$ cat src/hdl/siprpg_pkg.sv
// Shared types and constants for the permutation-to-graph edge encoder.
// No dependencies.
package siprpg_pkg;

  localparam int unsigned MaxPermLen = 64;
  localparam int unsigned StackSlots = MaxPermLen + 1;
  localparam int unsigned DepthW     = $clog2(StackSlots + 1);
  localparam int unsigned AddrW      = $clog2(StackSlots);

  localparam int unsigned ValueW = 6;
  localparam int unsigned NodeW  = 7;

  localparam logic [NodeW-1:0] FwdOffset  = NodeW'(2);
  localparam logic [NodeW-1:0] BackOffset = NodeW'(1);
  localparam logic [NodeW-1:0] LenReset   = NodeW'(1);

  localparam int unsigned PaddrW = 3;
  localparam int unsigned PdataW = 32;
  localparam logic [PaddrW-3:0] RegPermLength = '0;

  typedef struct packed {
    logic [ValueW-1:0] perm_value;
    logic              first_of_perm;
  } in_item_t;

  typedef struct packed {
    logic [NodeW-1:0] node_index;
    logic [NodeW-1:0] back_target;
    logic [NodeW-1:0] fwd_target;
    logic             value_error;
  } out_item_t;

  typedef struct packed {
    logic [NodeW-1:0] perm_length;
  } cfg_t;

endpackage

$ cat src/hdl/siprpg_regs.sv
// Configuration register file behind the APB-style port.
// Depends on siprpg_pkg.
module siprpg_regs import siprpg_pkg::*; (
  input  logic              clk_i,
  input  logic              rst_ni,
  input  logic              psel,
  input  logic              penable,
  input  logic              pwrite,
  input  logic [PaddrW-1:0] paddr,
  input  logic [PdataW-1:0] pwdata,
  output logic [PdataW-1:0] prdata,
  output logic              pready,
  output cfg_t              cfg_o
);

  logic [NodeW-1:0] perm_length_q;
  logic [NodeW-1:0] perm_length_d;
  logic             sel_len;

  assign pready  = 1'b1;
  assign sel_len = (paddr[PaddrW-1:2] == RegPermLength);

  always_comb begin
    perm_length_d = perm_length_q;
    if (psel && penable && pwrite && pready && sel_len) begin
      perm_length_d = pwdata[NodeW-1:0];
    end
  end

  always_ff @(posedge clk_i or negedge rst_ni) begin
    if (!rst_ni) begin
      perm_length_q <= LenReset;
    end else begin
      perm_length_q <= perm_length_d;
    end
  end

  assign prdata            = sel_len ? {{(PdataW-NodeW){1'b0}}, perm_length_q} : '0;
  assign cfg_o.perm_length = perm_length_q;

endmodule

$ cat src/hdl/sip_to_rpg_edge_encoder_core.sv
// Top level of the permutation-to-graph edge encoder: stack memory and walk control.
// Depends on siprpg_pkg and siprpg_regs.
//
// When nothing is popped, the transfer cycle loads a permutation value, and the WALK
// state then writes the result register and pushes the value once the output is free.
// Each popped stack entry passes through the FETCH state, where the registered read of
// the stack memory refills the top-of-stack register. Every in-range value is pushed
// once, so pops average at most one per item over a permutation. Out-of-range
// values leave the stack untouched. A value is taken only while the walk is idle; the
// result register lets the next value enter while a result still waits downstream.
module sip_to_rpg_edge_encoder_core import siprpg_pkg::*; (
  input  logic              clk_i,
  input  logic              rst_ni,
  input  logic              in_valid_i,
  output logic              in_stall_o,
  input  in_item_t          in_data_i,
  output logic              out_valid_o,
  input  logic              out_stall_i,
  output out_item_t         out_data_o,
  input  logic              psel,
  input  logic              penable,
  input  logic              pwrite,
  input  logic [PaddrW-1:0] paddr,
  input  logic [PdataW-1:0] pwdata,
  output logic [PdataW-1:0] prdata,
  output logic              pready
);

  typedef enum logic [1:0] {
    IDLE,
    WALK,
    FETCH
  } state_e;

  cfg_t cfg;

  siprpg_regs u_regs (
    .clk_i  (clk_i),
    .rst_ni (rst_ni),
    .psel   (psel),
    .penable(penable),
    .pwrite (pwrite),
    .paddr  (paddr),
    .pwdata (pwdata),
    .prdata (prdata),
    .pready (pready),
    .cfg_o  (cfg)
  );

  state_e            state_q;
  logic [DepthW-1:0] depth_q;
  logic [NodeW-1:0]  top_q;
  logic [ValueW-1:0] v_q;
  logic [NodeW-1:0]  n_q;
  logic              err_q;
  logic              out_valid_q;
  out_item_t         out_data_q;

  logic [NodeW-1:0] stack_mem [StackSlots];
  logic [NodeW-1:0] rd_data_q;
  logic             wr_en;
  logic [AddrW-1:0] wr_addr;
  logic [NodeW-1:0] wr_data;
  logic             rd_en;
  logic [AddrW-1:0] rd_addr;

  logic             in_xfer;
  logic             out_free;
  logic [NodeW-1:0] in_v7;
  logic             in_err;
  logic             reload;
  logic [NodeW-1:0] v7;
  logic             pop_more;
  logic             emit;
  logic             push;
  logic             stack_full;
  out_item_t        result;
  logic [DepthW-1:0] depth_dec;
  logic [DepthW-1:0] depth_dec2;

  assign in_stall_o  = (state_q != IDLE);
  assign in_xfer     = in_valid_i && !in_stall_o;
  assign out_free    = !out_valid_q || !out_stall_i;
  assign out_valid_o = out_valid_q;
  assign out_data_o  = out_data_q;

  assign in_v7  = {1'b0, in_data_i.perm_value};
  assign in_err = (in_v7 >= cfg.perm_length);
  assign reload = in_xfer && !in_err && (in_data_i.first_of_perm || (depth_q == '0));

  assign v7         = {1'b0, v_q};
  assign depth_dec  = depth_q - DepthW'(1);
  assign depth_dec2 = depth_q - DepthW'(2);
  assign pop_more   = !err_q && (depth_q > DepthW'(1)) && (top_q < v7);
  assign emit       = (state_q == WALK) && !pop_more && out_free;
  assign push       = emit && !err_q;
  assign stack_full = (depth_q >= DepthW'(StackSlots));
  assign rd_en      = (state_q == WALK) && pop_more;
  assign rd_addr    = depth_dec2[AddrW-1:0];

  always_comb begin
    if (err_q) begin
      result = '{node_index: '0, back_target: '0, fwd_target: '0, value_error: 1'b1};
    end else begin
      result.node_index  = n_q + BackOffset - v7;
      result.back_target = n_q + BackOffset - top_q;
      result.fwd_target  = (v_q == '0) ? '0 : (n_q + FwdOffset - v7);
      result.value_error = 1'b0;
    end
  end

  always_comb begin
    wr_en   = 1'b0;
    wr_addr = '0;
    wr_data = cfg.perm_length;
    if (reload) begin
      wr_en = 1'b1;
    end else if (push) begin
      wr_en   = 1'b1;
      wr_addr = stack_full ? AddrW'(StackSlots - 1) : depth_q[AddrW-1:0];
      wr_data = v7;
    end
  end

  always_ff @(posedge clk_i) begin
    if (wr_en) begin
      stack_mem[wr_addr] <= wr_data;
    end
    if (rd_en) begin
      rd_data_q <= stack_mem[rd_addr];
    end
  end

  always_ff @(posedge clk_i or negedge rst_ni) begin
    if (!rst_ni) begin
      state_q     <= IDLE;
      depth_q     <= '0;
      top_q       <= '0;
      v_q         <= '0;
      n_q         <= '0;
      err_q       <= 1'b0;
      out_valid_q <= 1'b0;
      out_data_q  <= '0;
    end else begin
      if (emit) begin
        out_valid_q <= 1'b1;
      end else if (!out_stall_i) begin
        out_valid_q <= 1'b0;
      end
      unique case (state_q)
        IDLE: begin
          if (in_xfer) begin
            v_q     <= in_data_i.perm_value;
            n_q     <= cfg.perm_length;
            err_q   <= in_err;
            state_q <= WALK;
            if (reload) begin
              depth_q <= DepthW'(1);
              top_q   <= cfg.perm_length;
            end
          end
        end
        WALK: begin
          if (pop_more) begin
            depth_q <= depth_dec;
            state_q <= FETCH;
          end else if (out_free) begin
            out_data_q  <= result;
            state_q     <= IDLE;
            if (!err_q) begin
              top_q <= v7;
              if (!stack_full) begin
                depth_q <= depth_q + DepthW'(1);
              end
            end
          end
        end
        FETCH: begin
          top_q   <= rd_data_q;
          state_q <= WALK;
        end
        default: begin
          state_q <= IDLE;
        end
      endcase
    end
  end

  a_depth_bound: assert property (@(posedge clk_i) disable iff (!rst_ni)
    depth_q <= DepthW'(StackSlots))
    else $error("stack depth beyond capacity");

  a_err_fields_zero: assert property (@(posedge clk_i) disable iff (!rst_ni)
    out_valid_o && out_data_o.value_error |->
      (out_data_o.node_index == '0) && (out_data_o.back_target == '0) &&
      (out_data_o.fwd_target == '0))
    else $error("error result carries nonzero fields");

  a_push_sets_top: assert property (@(posedge clk_i) disable iff (!rst_ni)
    push |=> (top_q == {1'b0, $past(v_q)}) && (depth_q != '0))
    else $error("top of stack not the pushed value");

  a_pop_keeps_bottom: assert property (@(posedge clk_i) disable iff (!rst_ni)
    state_q == FETCH |-> depth_q >= DepthW'(1))
    else $error("pop removed the bottom entry");

  a_err_keeps_stack: assert property (@(posedge clk_i) disable iff (!rst_ni)
    (state_q == WALK) && err_q |=> $stable(depth_q) && $stable(top_q))
    else $error("out-of-range value changed the stack");

endmodule
$ cat config.mk
export PLATFORM = sky130hd
export DESIGN_NAME = sip_to_rpg_edge_encoder_core
export DESIGN_NICKNAME = d
export VERILOG_FILES = /design/src/hdl/siprpg_pkg.sv /design/src/hdl/siprpg_regs.sv /design/src/hdl/sip_to_rpg_edge_encoder_core.sv
export SDC_FILE = /design/constraint.sdc
export NUM_CORES = 1
export LEC_CHECK = 0
export BUFFER_PORTS_ARGS = -buffer_cell sky130_fd_sc_hd__buf_2
export CAP_MARGIN = 40
export CORE_MARGIN = 2
export CORE_UTILIZATION = 35
export CTS_CLUSTER_DIAMETER = 100
export DETAILED_ROUTE_END_ITERATION = 7
export PLACE_DENSITY = 0.53
export SYNTH_ARGS = -nofsm -noshare
export SYNTH_HDL_FRONTEND = slang
export SYNTH_SLANG_ARGS = --single-unit
$ cat constraint.sdc
create_clock -name clk_i -period 5.39 [get_ports clk_i]
set_input_delay 0.2695 -clock clk_i [delete_from_list [all_inputs] [get_ports clk_i]]
set_output_delay 0.2695 -clock clk_i [all_outputs]
set_load 0.005 [all_outputs]
==> impl_metrics.tcl <==
set metrics [dict create \
    outcome "finished, final reports clean" \
    synth-main-ff-cell "edfxtp_1" \
    die_h_um 257 \
    gr-total-overflow 0 \
    start_kind "flip-flop" \
    hpwl_um 34500 \
    coreArea_mm2 0.0632 \
    wl_per_cell_um 22.3 \
    setup_violations 0 \
    grtUsageTotal_pct 16.0 \
    synth-seq-cells 522 \
    numCtsBuffers 53 \
    fin_ws_ns 1.31 \
    die_w_um 257 \
    finalNonFillerCells 2349 \
    fin_nets 1560 \
    final_max_slew_viol_count 0 \
    drtIter0Drc 889 \
    final_hold_viol_count 0 \
    synth_cell_types 72 \
    crit_arrival_ns 4.38 \
    grt_max_degree 120 \
    rows 92 \
    avgSynthCellArea_um2 17.0 \
    min_path_type "primary input to flip-flop" \
    synthCells 1315 \
    rsz0062_at_grt "no" \
    filler_cell_count 5704 \
    dp_slack_ns 1.36 \
    cts_setup_buffers 0 \
    ant_nets 0 \
    path_cells "or2_1 -> nor3_4 -> o21ai_2 -> a211o_1 -> nor2_4 -> nand3_4 -> nor3_1 -> buf_4" \
    multi_input_area_mm2 0.00653 \
    diodes 0 \
    critPathSlowestCell "nor3_1" \
    dp_cells 2237 \
    drtPass1Iterations 5 \
    tightestPinTransition_ns 0.867 \
    antenna_found_initial 0 \
    root_buffer "clkbuf_16" \
    fin_crit_sh_pct 75.6 \
    whs_ns 0.0658 \
    yosysWarnings 0 \
    clk_pin_slew_worst_paths_ns 0.06 \
    clk_latency_ns 0.59 \
    r2r_setup_slack_ns 1.31 \
    max-cap-violations 0 \
    clkSinkCount 522 \
    cp_max_fo 27 \
    htree_num_levels 2 \
    ys_seq_area_share_pct 68.7 \
    slew-limit-headroom_pct 41.9 \
    initial_core_util_pct 35.4 \
    endpoint_kind "flip-flop" \
    dieArea_mm2 0.0660 \
    ctsLongestPathBuffers 3 \
    path_class "flip-flop to flip-flop" \
    final.setup.tns_ns 0 \
    skew_ns 0.00837 \
    fin_crit_ns 4.08 \
    grt_pass1_wl_um 79700 \
    path_delay_family "simple AND/OR/NAND/NOR gates" \
    drc_errors 0 \
    ir_drop_v 0.000301 \
    async_flop_share_pct 11.5 \
    vias 12100 \
    cts_tree "yes" \
    clock.fmax_ghz 0.245 \
    p_per_area_mw_per_mm2 582 \
    cp_num_buf_inv 1 \
    syn-cell-area_mm2 0.0224 \
    final_core_util_pct 41.1 \
    vias_per_cell 5.14 \
    portBuffers 52 \
    worstPathRequired_ns 5.70 \
    seq_area_mm2 0.0154 \
    slowest_delay_ns 0.63 \
    drive_gt1_share_pct 25.4 \
    ios 106 \
    wl_um 52300 \
    gp_congestion 0.843 \
    grt_pass1_vias 12500 \
    p_leak_uw 0.00905 \
    synth_edf_count 462 \
    synthToLayoutAreaGrowth_pct 16.2 \
]
[registers in the layout (all words and copies together) (netlist names)]
name,count
n_q,7
out_data_o,22
top_q,7
out_valid_o,1
u_regs.cfg_o,7
depth_q,7
err_q,1
stack_mem,455
state_q,2
rd_data_q,7
v_q,6
[metal layers]
layer | routed length, um | track usage [%] | vias to the layer above
met5 | 0 | 0 | -
met4 | 1030 | 4.20 | 0
li1 | - | - | 5409
met2 | 25400 | 26.1 | 268
met1 | 23600 | 22.3 | 6326
met3 | 2190 | 2.48 | 61
[cell usage in the layout, fill, tap and decap left out, types with 11 or more instances in the layout]
master         count
o21ai_0           35
ha_1              47
a31oi_1           19
mux2_2            15
clkbuf_16         55
inv_1             33
dlygate4sd3_1     15
edfxtp_1         462
mux4_2           117
nand2_1          113
a21oi_1           19
mux2i_1           24
xnor2_1           17
buf_2             52
nand3_1           18
buf_4             82
dfrtp_1           57
conb_1            26
clkinv_1          16
nand2b_1          11
nor2_1            38
nor3_1            58
clkbuf_1          11
[synth_stat cells (3+ instances only)]
library cell  count  share of area (%)
o21ai_0          40               0.89
and2_1            3              0.084
mux2_2           15               0.75
or2_2             8               0.22
nor2_1           39               0.65
ha_1             47                2.6
nor4_1            3              0.084
dfrtp_1          59                6.6
a211o_1           3               0.12
nand2_1         113                1.9
fa_1              3               0.27
nor3_1           58                1.3
clkbuf_1         24               0.40
a221oi_1          5               0.20
nand4_1           4               0.11
a22oi_1           7               0.23
mux2i_1          24                1.1
a31oi_1          19               0.53
nand3_1          18               0.40
xor2_1           11               0.43
buf_2            22               0.49
a21oi_1          19               0.42
a21o_1            8               0.27
o21bai_1          3               0.10
mux4_2          117                 12
clkinv_1          3              0.050
nor2b_1           5               0.14
edfxtp_1        462                 62
inv_1            33               0.55
o31ai_1           5               0.17
a32o_1           10               0.45
a22o_1            3               0.12
nand2b_1         11               0.31
xnor2_1          18               0.70
buf_4            37                1.2
buf_1             5              0.084
and3_1            5               0.14
[layout make-up]
class	count	share of cell area, %
clock inverter	28	0.890
timing repair buffer	157	4.63
multi-input combinational	691	25.1
sequential	522	59.2
clock buffer	69	5.61
inverter	36	0.520
tap	846	4.07
[final timing paths]
check,from,end,depth (start not counted)
setup / recovery,depth_q[4]$_DFFE_PN0P_,stack_mem[48][1]$_DFFE_PP_,8
hold / removal,out_stall_i,out_valid_o$_DFFE_PN0P_,3
setup reg to reg,depth_q[4]$_DFFE_PN0P_,stack_mem[48][1]$_DFFE_PP_,8
hold reg to reg,out_data_o[14]$_DFFE_PN0P_,out_data_o[14]$_DFFE_PN0P_,2
max in group asynchronous,rst_ni,depth_q[0]$_DFFE_PN0P_,3
min in group asynchronous,rst_ni,out_data_o[1]$_DFFE_PN0P_,3
[cells by family after synthesis]
logic type | count (synthesis) | share of synthesized area, %
flops | 522 | 68.7
simple gates | 285 | 6.07
mux | 159 | 13.8
compound gates | 141 | 4.36
buf+inv | 126 | 2.92
fa+ha+maj | 50 | 2.90
xor+xnor | 30 | 1.21
other cells | 2 | 0.0336
[power by group]
part / leakage, uW / total, uW / internal, uW / switching [uW]
combinational: 0.00329 / 6100 / 2350 / 3750
sequential: 0.00493 / 5440 / 5200 / 246
clock: 0.000833 / 3590 / 2090 / 1500
total: 0.00905 / 15100 / 9630 / 5490
[worst reg2reg max path: stages (launching register included)]
cell and delay, ns:
dfrtp_1 0.53, or2_1 0.51, nor3_4 0.36, o21ai_2 0.17, a211o_1 0.33, nor2_4 0.53
nand3_4 0.47, nor3_1 0.65, buf_4 0.24
[per-stage QoR]
step / instance area [um^2] / total power (uW)
3_5_place_dp: 24200 / 11700
5_1_grt: 26000 / 15900
6_report: 26000 / 15100
4_1_cts: 26000 / 15300
3_3_place_gp: 24000 / 11500
2_1_floorplan: 22500 / 9540
[repair_timing]
item                                    4_1_cts  5_1_grt
endpoints found under the hold margin        73        0
endpoints found under the setup margin        0        0
hold buffers                                 15        0
gates resized for setup                       0        0
(Power assumes the default switching activity.)
